**src/rtl/core/rtvc_pkg.sv**
```systemverilog
// ----------------------------------------------------------------------------
// rtvc_pkg
// Types, constants and character classes for the release tag checker.
// ----------------------------------------------------------------------------
`timescale 1ns / 1ps

package rtvc_pkg;

  localparam logic [4:0] MAX_NAME_OFFSET = 5'd17;
  localparam logic [6:0] COUNT_TOP       = 7'd127;
  localparam logic [5:0] MAX_LEN_RESET   = 6'd32;
  localparam logic [3:0] REFS_LEN        = 4'd10;
  localparam logic [3:0] PKGPFX_LEN      = 4'd7;
  localparam logic [4:0] REFS_BASE       = 5'd10;

  localparam logic [7:0] CH_LOW_V  = 8'h76;
  localparam logic [7:0] CH_UP_V   = 8'h56;
  localparam logic [7:0] CH_LOW_R  = 8'h72;
  localparam logic [7:0] CH_UP_R   = 8'h52;
  localparam logic [7:0] CH_LOW_D  = 8'h64;
  localparam logic [7:0] CH_DOT    = 8'h2E;
  localparam logic [7:0] CH_DASH   = 8'h2D;
  localparam logic [7:0] CH_UNDER  = 8'h5F;
  localparam logic [7:0] CH_TILDE  = 8'h7E;
  localparam logic [7:0] CH_AT     = 8'h40;

  typedef enum logic [2:0] {
    PH_START,
    PH_REFS,
    PH_SEL,
    PH_PKG,
    PH_DIG,
    PH_NEED,
    PH_TAIL
  } phase_t;

  typedef struct packed {
    logic       accepted;
    logic [4:0] version_start;
    logic [5:0] version_length;
  } rtvc_result_t;

  function automatic logic is_digit(input logic [7:0] c);
    return (c >= 8'h30) && (c <= 8'h39);
  endfunction

  function automatic logic is_alnum(input logic [7:0] c);
    return is_digit(c) || ((c >= 8'h61) && (c <= 8'h7A)) ||
           ((c >= 8'h41) && (c <= 8'h5A));
  endfunction

  function automatic logic is_tail_char(input logic [7:0] c);
    return is_alnum(c) || (c == CH_DASH) || (c == CH_UNDER) || (c == CH_DOT) ||
           (c == CH_TILDE) || (c == CH_AT);
  endfunction

  // "refs/tags/"
  function automatic logic [7:0] refs_char(input logic [3:0] k);
    logic [7:0] c;
    case (k)
      4'd0:    c = 8'h72;
      4'd1:    c = 8'h65;
      4'd2:    c = 8'h66;
      4'd3:    c = 8'h73;
      4'd4:    c = 8'h2F;
      4'd5:    c = 8'h74;
      4'd6:    c = 8'h61;
      4'd7:    c = 8'h67;
      4'd8:    c = 8'h73;
      4'd9:    c = 8'h2F;
      default: c = 8'h00;
    endcase
    return c;
  endfunction

  // Seven-byte packaging prefix, starting with 'd' and ending in '/'
  function automatic logic [7:0] pkgpfx_char(input logic [3:0] k);
    logic [7:0] c;
    case (k)
      4'd0:    c = 8'h64;
      4'd1:    c = 8'h65;
      4'd2:    c = 8'h62;
      4'd3:    c = 8'h69;
      4'd4:    c = 8'h61;
      4'd5:    c = 8'h6E;
      4'd6:    c = 8'h2F;
      default: c = 8'h00;
    endcase
    return c;
  endfunction

endpackage

```
**src/rtl/core/rtvc_parser.sv**
```systemverilog
// ----------------------------------------------------------------------------
// rtvc_parser
// Per-character prefix and version scanner with its state registers.
// ----------------------------------------------------------------------------
`timescale 1ns / 1ps

module rtvc_parser (
  input  logic                  clk,
  input  logic                  rst,
  input  logic                  step_valid,
  input  logic [7:0]            character,
  input  logic                  end_of_name,
  input  logic [5:0]            max_len,
  output rtvc_pkg::rtvc_result_t verdict
);

  rtvc_pkg::phase_t phase, phase_next;
  logic [3:0] match_count, match_count_next;
  logic [4:0] offset, offset_next;
  logic [6:0] count, count_next;
  logic       rejected, rejected_next;

  logic             begin_en;
  logic [4:0]       begin_off;
  logic             take_en;
  logic             sel_en;
  logic [4:0]       sel_base;
  logic             refs_ok;
  rtvc_pkg::phase_t vphase;
  logic [6:0]       vcount;

  always_ff @(posedge clk) begin
    if (rst) begin
      phase       <= rtvc_pkg::PH_START;
      match_count <= 4'd0;
      offset      <= 5'd0;
      count       <= 7'd0;
      rejected    <= 1'b0;
    end else begin
      phase       <= phase_next;
      match_count <= match_count_next;
      offset      <= offset_next;
      count       <= count_next;
      rejected    <= rejected_next;
    end
  end

  // Next state
  always_comb begin
    phase_next       = phase;
    match_count_next = match_count;
    offset_next      = offset;
    count_next       = count;
    rejected_next    = rejected;
    begin_en         = 1'b0;
    begin_off        = 5'd0;
    take_en          = 1'b0;
    sel_en           = 1'b0;
    sel_base         = 5'd0;
    refs_ok          = 1'b0;
    vphase           = phase;
    vcount           = count;

    if (step_valid && end_of_name) begin
      phase_next       = rtvc_pkg::PH_START;
      match_count_next = 4'd0;
      offset_next      = 5'd0;
      count_next       = 7'd0;
      rejected_next    = 1'b0;
    end else if (step_valid && !rejected) begin
      case (phase)
        rtvc_pkg::PH_START: begin
          sel_en   = 1'b1;
          sel_base = 5'd0;
          refs_ok  = 1'b1;
        end
        rtvc_pkg::PH_REFS: begin
          if ((match_count < rtvc_pkg::REFS_LEN) &&
              (character == rtvc_pkg::refs_char(match_count))) begin
            match_count_next = match_count + 4'd1;
            if (match_count_next == rtvc_pkg::REFS_LEN) begin
              phase_next = rtvc_pkg::PH_SEL;
            end
          end else if (match_count == 4'd1) begin
            // lone leading r: one-letter prefix after all
            begin_en  = 1'b1;
            begin_off = 5'd1;
            take_en   = 1'b1;
          end else begin
            rejected_next = 1'b1;
          end
        end
        rtvc_pkg::PH_SEL: begin
          sel_en   = 1'b1;
          sel_base = rtvc_pkg::REFS_BASE;
        end
        rtvc_pkg::PH_PKG: begin
          if ((match_count < rtvc_pkg::PKGPFX_LEN) &&
              (character == rtvc_pkg::pkgpfx_char(match_count))) begin
            match_count_next = match_count + 4'd1;
            if (match_count_next == rtvc_pkg::PKGPFX_LEN) begin
              begin_en  = 1'b1;
              begin_off = offset + 5'd7;
            end
          end else begin
            rejected_next = 1'b1;
          end
        end
        rtvc_pkg::PH_DIG, rtvc_pkg::PH_NEED, rtvc_pkg::PH_TAIL: begin
          take_en = 1'b1;
        end
        default: begin
          rejected_next = 1'b1;
        end
      endcase

      if (sel_en) begin
        if (refs_ok && (character == rtvc_pkg::CH_LOW_R)) begin
          phase_next       = rtvc_pkg::PH_REFS;
          match_count_next = 4'd1;
        end else if ((character == rtvc_pkg::CH_LOW_V) || (character == rtvc_pkg::CH_UP_V) ||
                     (character == rtvc_pkg::CH_LOW_R) || (character == rtvc_pkg::CH_UP_R)) begin
          begin_en  = 1'b1;
          begin_off = sel_base + 5'd1;
        end else if (character == rtvc_pkg::CH_LOW_D) begin
          phase_next       = rtvc_pkg::PH_PKG;
          match_count_next = 4'd1;
          offset_next      = sel_base;
        end else begin
          begin_en  = 1'b1;
          begin_off = sel_base;
          take_en   = 1'b1;
        end
      end

      if (begin_en) begin
        offset_next = (begin_off > rtvc_pkg::MAX_NAME_OFFSET) ? rtvc_pkg::MAX_NAME_OFFSET
                                                              : begin_off;
        count_next  = 7'd0;
        phase_next  = rtvc_pkg::PH_DIG;
        vphase      = rtvc_pkg::PH_DIG;
        vcount      = 7'd0;
      end

      if (take_en) begin
        count_next = (vcount < rtvc_pkg::COUNT_TOP) ? vcount + 7'd1 : vcount;
        case (vphase)
          rtvc_pkg::PH_DIG: begin
            if (character == rtvc_pkg::CH_DOT) begin
              phase_next = rtvc_pkg::PH_NEED;
            end else if (!rtvc_pkg::is_digit(character)) begin
              rejected_next = 1'b1;
            end
          end
          rtvc_pkg::PH_NEED: begin
            if (rtvc_pkg::is_digit(character)) begin
              phase_next = rtvc_pkg::PH_TAIL;
            end else begin
              rejected_next = 1'b1;
            end
          end
          default: begin
            if (!rtvc_pkg::is_tail_char(character)) begin
              rejected_next = 1'b1;
            end
          end
        endcase
      end
    end
  end

  // Verdict for the name seen so far
  always_comb begin
    verdict = '0;
    if (!rejected && (phase == rtvc_pkg::PH_TAIL) && (count <= {1'b0, max_len})) begin
      verdict.accepted       = 1'b1;
      verdict.version_start  = offset;
      verdict.version_length = count[5:0];
    end
  end

endmodule

```
**config.mk**
```make
export PLATFORM = sky130hd
export DESIGN_NAME = rtvc_parser
export DESIGN_NICKNAME = d
export VERILOG_FILES = /design/src/rtl/core/rtvc_pkg.sv /design/src/rtl/core/rtvc_parser.sv
export SDC_FILE = /design/constraint.sdc
export NUM_CORES = 1
export LEC_CHECK = 0
export BUFFER_PORTS_ARGS = -buffer_cell sky130_fd_sc_hd__buf_2
export CAP_MARGIN = 25
export CORE_MARGIN = 1
export CORE_UTILIZATION = 49
export DETAILED_ROUTE_END_ITERATION = 10
export HOLD_SLACK_MARGIN = 0.1
export PLACE_DENSITY = 0.71
export SLEW_MARGIN = 20
export SYNTH_ARGS = -nofsm -noshare
export SYNTH_HDL_FRONTEND = slang
export SYNTH_SLANG_ARGS = --single-unit
export TNS_END_PERCENT = 30
```
**constraint.sdc**
```tcl
create_clock -name clk -period 3.38 [get_ports clk]
set_input_delay 0.338 -clock clk [delete_from_list [all_inputs] [get_ports clk]]
set_output_delay 0.338 -clock clk [all_outputs]
set_load 0.05 [all_outputs]
```
==> results of run 1 <==
-- logic make-up after synthesis --
| kind of cell | share of synthesized area |
|---|---|
| muxes | 0.00424 |
| DFF | 0.204 |
| adders and majority gates | 0.0896 |
| xor gates and xnor gates | 0.0495 |
| and+or+nand+nor | 0.292 |
| AOI/OAI and AO/OA | 0.271 |
| buffers and inverters | 0.0896 |
-- worst max-delay path: stages (launching register included) --
cell and delay [ns]:
dfxtp_4 0.40, inv_1 0.09, ha_2 0.24, mux2_2 0.29
o21a_1 0.19, o2111ai_1 0.32, a2111oi_4 0.06, buf_4 0.17
or2_2 0.29, a32oi_1 0.27, nor2_1 0.09, ha_1 0.17
or4_1 0.52, o221ai_1 0.12
-- Yosys cell counts (3+ instances only) --
master and n:
o21ai_0 16, or2_2 3, buf_6 5, o32ai_1 4, a32oi_1 4, nand2b_1 9, nand3_1 17, inv_1 25
o31ai_1 5, xor2_1 5, a21o_1 3, buf_2 4, nand4_1 7, and2_1 16, or4_1 3, dfxtp_1 27
o21ai_1 7, nor2_1 18, clkbuf_1 15, nor3_1 13, nand2_1 18, o22ai_1 3, ha_1 19, nor2b_1 4
nor3b_1 3, o211ai_1 4, xnor2_1 10, a31oi_1 7, and3_1 4, o2111ai_1 4, nor4_1 3, or3_1 5
o21a_1 6, a21oi_1 22
-- final timing paths --
path,from,endpoint,cells past startpoint
worst max-delay path,match_count[0]$_SDFFE_PP0P_,flop,13
worst min register to register,count[1]$_SDFFE_PP0P_,count[1]$_SDFFE_PP0P_,2
worst max register to register,match_count[0]$_SDFFE_PP0P_,flop,13
worst min-delay path,step_valid,rejected$_SDFFE_PP0P_,3
-- metal layers --
layer | global-route usage | share of wire
met5 | 0 | 0
met4 | 0.0761 | 0.0091
met3 | 0.0278 | 0.060
met2 | 0.386 | 0.45
met1 | 0.324 | 0.48
-- layout make-up --
class	count	area, um2	area share
clock buffer	3	41.3	0.0139
clock inverter	1	5.00	0.00168
inverter	26	97.6	0.0329
multi-input combinational	276	1930	0.649
sequential	27	546	0.184
tap	70	87.6	0.0295
timing repair buffer	45	265	0.0893
-- through the flow --
stage               hold WS (ns)  std cells  setup TNS [ns]  area, um2  worst slack [ns]
floorplan                  0.488        354               0       2650           0.00319
global placement           0.538        444               0       2870             0.128
detailed placement         0.532        444               0       2870            0.0568
CTS                        0.413        448               0       2910            0.0272
global route               0.468        448         -0.0838       2970           -0.0806
finish                     0.399        448               0       2970            0.0695
-- power by group through the flow --
stage / combinational [mW] / clock (mW) / sequential [mW]
3_5_place_dp: 0.135 / 0 / 0.338
5_1_grt: 0.154 / 0.201 / 0.331
2_1_floorplan: 0.0994 / 0 / 0.335
6_report: 0.139 / 0.193 / 0.330
4_1_cts: 0.136 / 0.190 / 0.331
3_3_place_gp: 0.134 / 0 / 0.338
-- what timing repair did --
| action | 4_1_cts | 5_1_grt |
|---|---|---|
| endpoints found under the setup margin | 0 | 9 |
| hold buffers | 0 | 0 |
| resized for setup | 0 | 13 |
| hold endpoints to repair | 0 | 0 |
==> insert_results.sql, run 1 <==
INSERT INTO impl_metrics (metric_group, metric, value, unit) VALUES
('status', 'status', 'completed', ''),
('synth', 'mappedNetlistNets', '391', ''),
('drt', 'route.detailed.vias_per_inst', '5.95', ''),
('die', 'die-width', '75.6', 'um'),
('worst_setup_path', 'rrSetupSlack', '0.07', 'ns'),
('power', 'share_comb_of_total_power', '0.210', ''),
('synth', 'postSynth.asyncResetShare', '0', ''),
('clock_tree', 'clock_root_buffer', 'clkbuf_8', ''),
('worst_setup_path', 'critical_path.endpoint_type', 'flop', ''),
('global_routing', 'grt.overflow.total', '0', ''),
('synth', 'yosys_warnings', '0', ''),
('clock_tree', 'clock_latency', '0.29', 'ns'),
('power', 'vdd.ir_drop.worst', '167', 'uV'),
('worst_setup_path', 'worstSetupPathType', 'reg2reg', ''),
('cells_and_area', 'final_core_utilization', '0.574', ''),
('clock_tree', 'cts_max_path_buffers', '2', ''),
('synth', 'yosys_register_bits', '27', ''),
('drt', 'drtIter0Drc', '188', ''),
('synth', 'synth.avg_cell_area', '7.49', 'um2'),
('cells_and_area', 'post_route_cells_drive_above_1_share', '0.204', ''),
('worst_setup_path', 'arrival_time_worst_endpoint', '3.49', 'ns'),
('global_routing', 'via_count_of_the_first_global_routing_pass', '2322', ''),
('placement', 'dp_hpwl', '5.04', 'mm'),
('cells_and_area', 'area_growth_syn_to_layout', '12.0', '%'),
('synth', 'synthDominantAreaCellType', 'dfxtp_1', ''),
('sta', 'slew_headroom', '0.395', ''),
('power', 'proportion_of_power_drawn_by_the_clock_network', '0.292', ''),
('drt', 'drtAntennaViolNets', '0', ''),
('power', 'power_leakage', '1.16', 'nW'),
('worst_hold_path', 'hp_class', 'in2reg', ''),
('power', 'power.share.sequential', '0.498', ''),
('cells_and_area', 'layout_commonest_cell', 'buf_2', ''),
('power', 'p_per_area', '223', 'mW/mm2'),
('synth', 'post_synth_inst_count', '354', ''),
('sta', 'final.min_clock_period', '3.31', 'ns'),
('synth', 'synthTopCellsByArea', 'dfxtp_1, ha_1, a21oi_1, and2_1, inv_1', ''),
('placement', 'gpl.final_weighted_congestion', '0.896', ''),
('synth', 'seq_area_frac_synth', '0.204', ''),
('worst_setup_path', 'startpoint_type', 'flop', ''),
('die', 'die-area', '0.00571', 'mm2'),
('global_routing', 'antenna_found_initial', '0', ''),
('clock_tree', 'tritoncts', 'built', ''),
('global_routing', 'first_pass_grt_wire_length', '10.3', 'mm'),
('sta', 'timing.fmax', '302', 'MHz'),
('sta', 'final.setup_skew', '0.0158', 'ns'),
('clock_tree', 'numCtsBuffers', '3', ''),
('drt', 'drt_pass1_iterations', '5', ''),
('power', 'p_int', '0.460', 'mW'),
('sta', 'grt_setup_unrepaired', 'true', ''),
('synth', 'netlist-cell-type-count', '65', ''),
('synth', 'netlist.area_leader.share', '0.204', ''),
('synth', 'synthesis.area', '0.00265', 'mm2'),
('clock_tree', 'clkSinkCount', '27', ''),
('synth', 'synth-main-ff-cell', 'dfxtp_1', ''),
('cells_and_area', 'n_fill_cell', '478', ''),
('placement', 'placement.io_buffers', '29', ''),
('clock_tree', 'h-tree-depth', '1', ''),
('power', 'power.switching_fraction', '0.307', ''),
('die', 'placeableCoreArea', '0.00517', 'mm2'),
('clock_tree', 'postCtsSetupRepairBufs', '0', ''),
('drt', 'drc_errors', '0', ''),
('drt', 'routed_wire_length_per_instance', '14.9', 'um'),
('sta', 'fin_crit_sh', '0.979', ''),
('run', 'max_cap_viols', '0', ''),
('die', 'floorplan.rows', '26', ''),
('worst_setup_path', 'critPathMaxFanout', '7', ''),
('sta', 'finalSetupViolCount', '0', ''),
('clock_tree', 'clk_pin_slew', '0.09', 'ns'),
('sta', 'maxSlewViolCount', '0', ''),
('die', 'start_util', '0.513', ''),
('cells_and_area', 'mostFrequentLayoutCells', 'buf_2, inv_1, dfxtp_1', ''),
('global_routing', 'grt_start_max_net_pins', '20', ''),
('power', 'total_power', '0.663', 'mW'),
('synth', 'synth_edf_count', '0', ''),
('cells_and_area', 'diodes', '0', ''),
('die', 'i_o_pin_count', '30', ''),
('global_routing', 'track_usage', '0.236', ''),
('drt', 'via_count', '2664', ''),
('worst_setup_path', 'required_time_reported_for_the_critical_path_endpoint', '3.56', 'ns'),
('sta', 'worst_slew_pin_tran', '0.905', 'ns'),
('die', 'die_height', '75.6', 'um'),
('sta', 'timing_hold_violations_final', '0', ''),
('power', 'net_switching_power_of_the_design', '0.203', 'mW'),
('drt', 'routed_wirelength', '6.68', 'mm'),
('cells_and_area', 'fin_nets', '416', '');
Note: power is estimated with default switching activity, not from simulation.
==> run 2, diff against run 1 <==
- BUFFER_PORTS_ARGS: -buffer_cell sky130_fd_sc_hd__buf_2 -> -buffer_cell sky130_fd_sc_hd__clkbuf_2
==> insert_results.sql, run 2 (synthesized netlist as in run 1, its figures left out) <==
INSERT INTO impl_metrics (metric_group, metric, value, unit) VALUES
('worst_hold_path', 'hold_depth', '3', ''),
('cells_and_area', 'n_fill_cell', '488', ''),
('power', 'power.switching_fraction', '0.307', ''),
('die', 'i_o_pin_count', '30', ''),
('worst_hold_path', 'min_from', 'step_valid', ''),
('cells_and_area', 'post_layout_nonfiller_instances', '452', ''),
('worst_setup_path', 'rrSetupSlack', '0.10', 'ns'),
('die', 'die-width', '75.6', 'um'),
('run', 'max_cap_viols', '0', ''),
('cells_and_area', 'diodes', '0', ''),
('global_routing', 'groute.layer.met3.usage', '0.0410', ''),
('clock_tree', 'tritoncts', 'built', ''),
('worst_hold_path', 'hp_class', 'in2reg', ''),
('global_routing', 'globalRouteMet1Util', '0.346', ''),
('cells_and_area', 'fin_area', '0.00301', 'mm2'),
('placement', 'placed_cells', '444', ''),
('worst_setup_path', 'critPathMaxFanout', '7', ''),
('die', 'start_util', '0.513', ''),
('sta', 'worst_slew_pin_tran', '0.933', 'ns'),
('cells_and_area', 'layout_commonest_cell', 'clkbuf_2', ''),
('drt', 'drc_errors', '0', ''),
('global_routing', 'grt_util_met2', '0.379', ''),
('sta', 'setup-tns-final', '0', 'ns'),
('power', 'proportion_of_power_drawn_by_the_clock_network', '0.292', ''),
('cells_and_area', 'post_route_cells_drive_above_1_share', '0.215', ''),
('placement', 'placement.io_buffers', '29', ''),
('power', 'p_int', '0.460', 'mW'),
('worst_setup_path', 'critical_path.endpoint_type', 'flop', ''),
('drt', 'drtIter0Drc', '154', ''),
('global_routing', 'first_pass_grt_wire_length', '10.7', 'mm'),
('global_routing', 'grt_start_max_net_pins', '20', ''),
('global_routing', 'grt.busiest_layer', 'met2', ''),
('worst_setup_path', 'timing.reg2reg.worst_path_depth', '13', ''),
('worst_setup_path', 'required_time_reported_for_the_critical_path_endpoint', '3.56', 'ns'),
('clock_tree', 'clock_root_buffer', 'clkbuf_8', ''),
('power', 'vdd.ir_drop.worst', '136', 'uV'),
('drt', 'routed_wirelength', '6.68', 'mm'),
('worst_setup_path', 'critical_path.reg2reg.startpoint', 'match_count[0]$_SDFFE_PP0P_', ''),
('global_routing', 'track_usage', '0.244', ''),
('drt', 'routed_wire_length_per_instance', '14.8', 'um'),
('cells_and_area', 'mostFrequentLayoutCells', 'clkbuf_2, inv_1, dfxtp_1', ''),
('global_routing', 'antenna_found_initial', '0', ''),
('sta', 'timing.fmax', '305', 'MHz'),
('sta', 'maxSlewViolCount', '0', ''),
('power', 'p_per_area', '220', 'mW/mm2'),
('clock_tree', 'cts-hold-fix-buffers', '0', ''),
('drt', 'route.detailed.vias_per_inst', '5.98', ''),
('status', 'status', 'completed', ''),
('drt', 'drt_pass1_iterations', '4', ''),
('die', 'die_height', '75.6', 'um'),
('power', 'net_switching_power_of_the_design', '0.204', 'mW'),
('power', 'power_leakage', '1.17', 'nW'),
('sta', 'finalSetupViolCount', '0', ''),
('placement', 'gpl.final_weighted_congestion', '0.900', ''),
('sta', 'grt_setup_unrepaired', 'true', ''),
('placement', 'dpl_cell_area', '0.00287', 'mm2'),
('die', 'die-area', '0.00571', 'mm2'),
('cells_and_area', 'fin_nets', '420', ''),
('clock_tree', 'clock_latency', '0.29', 'ns'),
('sta', 'final.min_clock_period', '3.28', 'ns'),
('drt', 'drtAntennaViolNets', '0', ''),
('power', 'share_comb_of_total_power', '0.211', ''),
('sta', 'slew_headroom', '0.377', ''),
('clock_tree', 'numCtsBuffers', '3', ''),
('cells_and_area', 'multi_input_area', '0.00194', 'mm2'),
('worst_setup_path', 'arrival_time_worst_endpoint', '3.46', 'ns'),
('sta', 'final.setup_skew', '0.0143', 'ns'),
('clock_tree', 'clkSinkCount', '27', ''),
('sta', 'fin_crit_sh', '0.970', ''),
('die', 'floorplan.rows', '26', ''),
('placement', 'dp_hpwl', '4.92', 'mm'),
('clock_tree', 'cts_max_path_buffers', '2', ''),
('sta', 'timing_hold_violations_final', '0', ''),
('clock_tree', 'clk_pin_slew', '0.09', 'ns'),
('global_routing', 'via_count_of_the_first_global_routing_pass', '2333', ''),
('worst_setup_path', 'worstSetupPathType', 'reg2reg', ''),
('drt', 'via_count', '2704', ''),
('global_routing', 'grt.overflow.total', '0', ''),
('cells_and_area', 'area_growth_syn_to_layout', '13.5', '%'),
('clock_tree', 'h-tree-depth', '1', ''),
('cells_and_area', 'area.sequential', '548', 'um2'),
('die', 'placeableCoreArea', '0.00517', 'mm2'),
('worst_setup_path', 'startpoint_type', 'flop', ''),
('worst_hold_path', 'whs_endpoint', 'rejected$_SDFFE_PP0P_', ''),
('power', 'power.share.sequential', '0.497', '');
[run 2: changes by cell type in the layout (fill, tap and decap cells not counted), sizes merged]
| cell | delta |
|---|---|
| buf | -25 |
| clkbuf | +29 |
[run 2: worst max path at each step]
stage                                       end  slack, ns  cells after the start                        start
after floorplan           count[4]$_SDFFE_PP0P_      0.003                     16  match_count[1]$_SDFFE_PP0P_
after global placement                     flop       0.12                     13  match_count[1]$_SDFFE_PP0P_
after detailed placement  count[4]$_SDFFE_PP0P_       0.08                     13  match_count[0]$_SDFFE_PP0P_
after CTS                                  flop       0.06                     13  match_count[1]$_SDFFE_PP0P_
after global routing                       flop       -0.1                     13  match_count[0]$_SDFFE_PP0P_
final                                      flop       0.10                     13  match_count[0]$_SDFFE_PP0P_
[run 2: metrics by stage]
stage | utilization | power [mW] | worst slack (ns) | hold WS (ns)
2_1_floorplan | - | 0.435 | 0.00319 | 0.488
3_3_place_gp | 0.554 | 0.472 | 0.123 | 0.539
3_5_place_dp | 0.554 | 0.473 | 0.0792 | 0.543
4_1_cts | 0.563 | 0.660 | 0.0563 | 0.399
5_1_grt | 0.582 | 0.691 | -0.100 | 0.419
6_report | 0.582 | 0.664 | 0.100 | 0.396
[run 2: layout make-up]
| cell class | instances | area share |
|---|---|---|
| Clock buffer | 3 | 0.0137 |
| Sequential cell | 27 | 0.182 |
| Timing Repair Buffer | 49 | 0.0981 |
| Multi-Input combinational cell | 276 | 0.643 |
| Clock inverter | 1 | 0.00166 |
| Inverter | 26 | 0.0324 |
| Tap cell | 70 | 0.0291 |
[run 2: metal layers]
layer	vias to the layer above	wire length, um
met3	4	415
li1	1353	-
met2	90	2950
met1	1257	3240
met5	-	0
met4	0	63
[run 2: repair_timing]
action	CTS	global route
endpoints found under the setup margin	0	9
hold endpoints to repair	0	0
resized for setup	0	15
buffers inserted	0	4
[run 2: critical path: stages (launching register included)]
cell,delay (ns)
dfxtp_4,0.40
inv_1,0.08
ha_2,0.22
nor3_2,0.16
a21oi_1,0.09
or3_4,0.36
a2111oi_2,0.29
buf_4,0.19
o21ai_0,0.14
nor3_1,0.27
a31oi_2,0.11
ha_1,0.22
or4_1,0.52
o221ai_1,0.12
[run 2: power by group through the flow]
stage	registers [mW]	logic [mW]	clock network, mW
floorplan	0.335	0.0994	0
global placement	0.339	0.133	0
detailed placement	0.338	0.135	0
CTS	0.331	0.136	0.193
global route	0.331	0.155	0.205
finish	0.330	0.140	0.194
==> run 3, diff against run 2 <==
- BUFFER_PORTS_ARGS: -buffer_cell sky130_fd_sc_hd__clkbuf_2 -> -buffer_cell sky130_fd_sc_hd__buf_4
==> insert_results.sql, run 3 (synthesized netlist as in run 1, its figures left out) <==
INSERT INTO impl_metrics (metric_group, metric, value, unit) VALUES
('drt', 'detailroute.wirelength.met3', '401', 'um'),
('clock_tree', 'clock_root_buffer', 'clkbuf_8', ''),
('cells_and_area', 'area.sequential', '546', 'um2'),
('status', 'status', 'completed', ''),
('drt', 'drtAntennaViolNets', '0', ''),
('worst_hold_path', 'hp_class', 'in2reg', ''),
('die', 'die-area', '0.00571', 'mm2'),
('drt', 'top_layer', 'met4', ''),
('power', 'total_power', '0.663', 'mW'),
('sta', 'timing.fmax', '307', 'MHz'),
('clock_tree', 'h-tree-depth', '1', ''),
('drt', 'drt-met1-wl', '3.29', 'mm'),
('global_routing', 'first_pass_grt_wire_length', '10.4', 'mm'),
('global_routing', 'grt_start_max_net_pins', '20', ''),
('cells_and_area', 'layout_commonest_cell', 'buf_4', ''),
('clock_tree', 'clock_latency', '0.28', 'ns'),
('power', 'power_leakage', '1.17', 'nW'),
('global_routing', 'antenna_found_initial', '0', ''),
('die', 'die-width', '75.6', 'um'),
('cells_and_area', 'multi_input_area', '0.00196', 'mm2'),
('worst_setup_path', 'timing.reg2reg.worst_path_depth', '13', ''),
('die', 'die_height', '75.6', 'um'),
('clock_tree', 'clk_pin_slew', '0.09', 'ns'),
('worst_setup_path', 'cp_top_family', 'simple AND/OR/NAND/NOR gates', ''),
('cells_and_area', 'n_fill_cell', '478', ''),
('drt', 'wl_met2', '3.07', 'mm'),
('cells_and_area', 'final_core_utilization', '0.594', ''),
('cells_and_area', 'diodes', '0', ''),
('drt', 'drtIter0Drc', '177', ''),
('drt', 'routed_wire_length_per_instance', '15.3', 'um'),
('drt', 'routed_wirelength', '6.84', 'mm'),
('clock_tree', 'clkSinkCount', '27', ''),
('sta', 'finalSetupViolCount', '0', ''),
('sta', 'fin_crit_sh', '0.963', ''),
('die', 'start_util', '0.513', ''),
('power', 'vdd.ir_drop.worst', '157', 'uV'),
('worst_setup_path', 'arrival_time_worst_endpoint', '3.43', 'ns'),
('drt', 'via_count', '2739', ''),
('placement', 'dp_hpwl', '5.11', 'mm'),
('die', 'i_o_pin_count', '30', ''),
('worst_setup_path', 'worstSetupPathType', 'reg2reg', ''),
('global_routing', 'grt.overflow.total', '0', ''),
('clock_tree', 'cts-hold-fix-buffers', '0', ''),
('sta', 'timing_hold_violations_final', '0', ''),
('die', 'placeableCoreArea', '0.00517', 'mm2'),
('cells_and_area', 'post_route_cells_drive_above_1_share', '0.212', ''),
('global_routing', 'via_count_of_the_first_global_routing_pass', '2282', ''),
('sta', 'final.min_clock_period', '3.25', 'ns'),
('global_routing', 'track_usage', '0.237', ''),
('clock_tree', 'numCtsBuffers', '3', ''),
('sta', 'worst_slew_pin_tran', '0.893', 'ns'),
('die', 'floorplan.rows', '26', ''),
('run', 'max_cap_viols', '0', ''),
('drt', 'drc_errors', '0', ''),
('worst_setup_path', 'startpoint_type', 'flop', ''),
('worst_setup_path', 'crit_path_frequent_cell', 'o21ai_1', ''),
('sta', 'slew_headroom', '0.404', ''),
('worst_setup_path', 'slowest_delay', '0.51', 'ns'),
('worst_setup_path', 'required_time_reported_for_the_critical_path_endpoint', '3.56', 'ns'),
('power', 'p_per_area', '216', 'mW/mm2'),
('drt', 'drt_pass1_iterations', '5', ''),
('worst_setup_path', 'cp_cell_sequence', 'inv_1, ha_2, nor3b_2, o211a_1, o21ai_1, a2111oi_4, buf_4, o21ai_1, nor3_2, a31oi_2, ha_1, or4_1, o221ai_1', ''),
('worst_setup_path', 'critPathMaxFanout', '6', ''),
('worst_setup_path', 'rrSetupSlack', '0.13', 'ns'),
('placement', 'dpl_worst_slack', '-0.0130', 'ns'),
('worst_setup_path', 'critical_path.endpoint_type', 'flop', ''),
('clock_tree', 'tritoncts', 'built', ''),
('clock_tree', 'cts_max_path_buffers', '2', ''),
('drt', 'route.detailed.vias_per_inst', '6.11', ''),
('sta', 'fin_ws', '0.125', 'ns'),
('worst_setup_path', 'path_buf_inv', '2', ''),
('sta', 'maxSlewViolCount', '0', ''),
('placement', 'placement.io_buffers', '29', ''),
('sta', 'final.setup_skew', '0.0127', 'ns'),
('cells_and_area', 'area_growth_syn_to_layout', '15.8', '%'),
('placement', 'gpl.final_weighted_congestion', '0.874', ''),
('cells_and_area', 'mostFrequentLayoutCells', 'buf_4, dfxtp_1, inv_1', ''),
('worst_setup_path', 'critical_path_top_delay_cell', 'or4_1', ''),
('worst_setup_path', 'cp_num_cells', '13', ''),
('worst_hold_path', 'hold_depth', '3', ''),
('cells_and_area', 'fin_nets', '416', '');
run 3: area by class of cell:
type	count	share of cell area
Multi-Input combinational cell	276	0.637
Sequential cell	27	0.178
Timing Repair Buffer	45	0.110
Inverter	26	0.0318
Tap cell	70	0.0285
Clock buffer	3	0.0134
Clock inverter	1	0.00163
run 3: through the flow:
stage | instance area [um2] | instances | hold slack (ns) | setup TNS, ns
2_1_floorplan | 2650 | 354 | 0.488 | 0
3_3_place_gp | 2920 | 442 | 0.534 | 0
3_5_place_dp | 2920 | 442 | 0.551 | -0.0130
4_1_cts | 2980 | 446 | 0.383 | -0.00761
5_1_grt | 3070 | 448 | 0.396 | -0.0140
6_report | 3070 | 448 | 0.383 | 0
run 3: worst paths after layout:
| path | from | end |
|---|---|---|
| worst max-delay path | match_count[0]$_SDFFE_PP0P_ | flop |
| worst min-delay path | step_valid | rejected$_SDFFE_PP0P_ |
| worst max register to register | match_count[0]$_SDFFE_PP0P_ | flop |
| worst min register to register | count[1]$_SDFFE_PP0P_ | count[1]$_SDFFE_PP0P_ |
run 3: power by group:
| part | internal (mW) | switching, mW | leakage (nW) |
|---|---|---|---|
| sequential | 0.323 | 0.00818 | 0.220 |
| clock | 0.0827 | 0.104 | 0.0255 |
| combinational | 0.0593 | 0.0859 | 0.926 |
run 3: worst min-delay path, cell delays in order:
cell and delay (ns):
buf_4 0.10, o21ai_0 0.07, a21oi_1 0.11
run 3: routing by layer:
layer  vias to the layer above  GRT usage
met5                         -          0
met4                         0     0.0679
met3                         8     0.0198
met2                       108      0.374
met1                      1285      0.345
li1                       1338          -
run 3: what timing repair did:
action | CTS | global route
buffers inserted | 0 | 2
pin swaps | 0 | 3
gates resized for setup | 2 | 18
setup endpoints to repair | 3 | 10
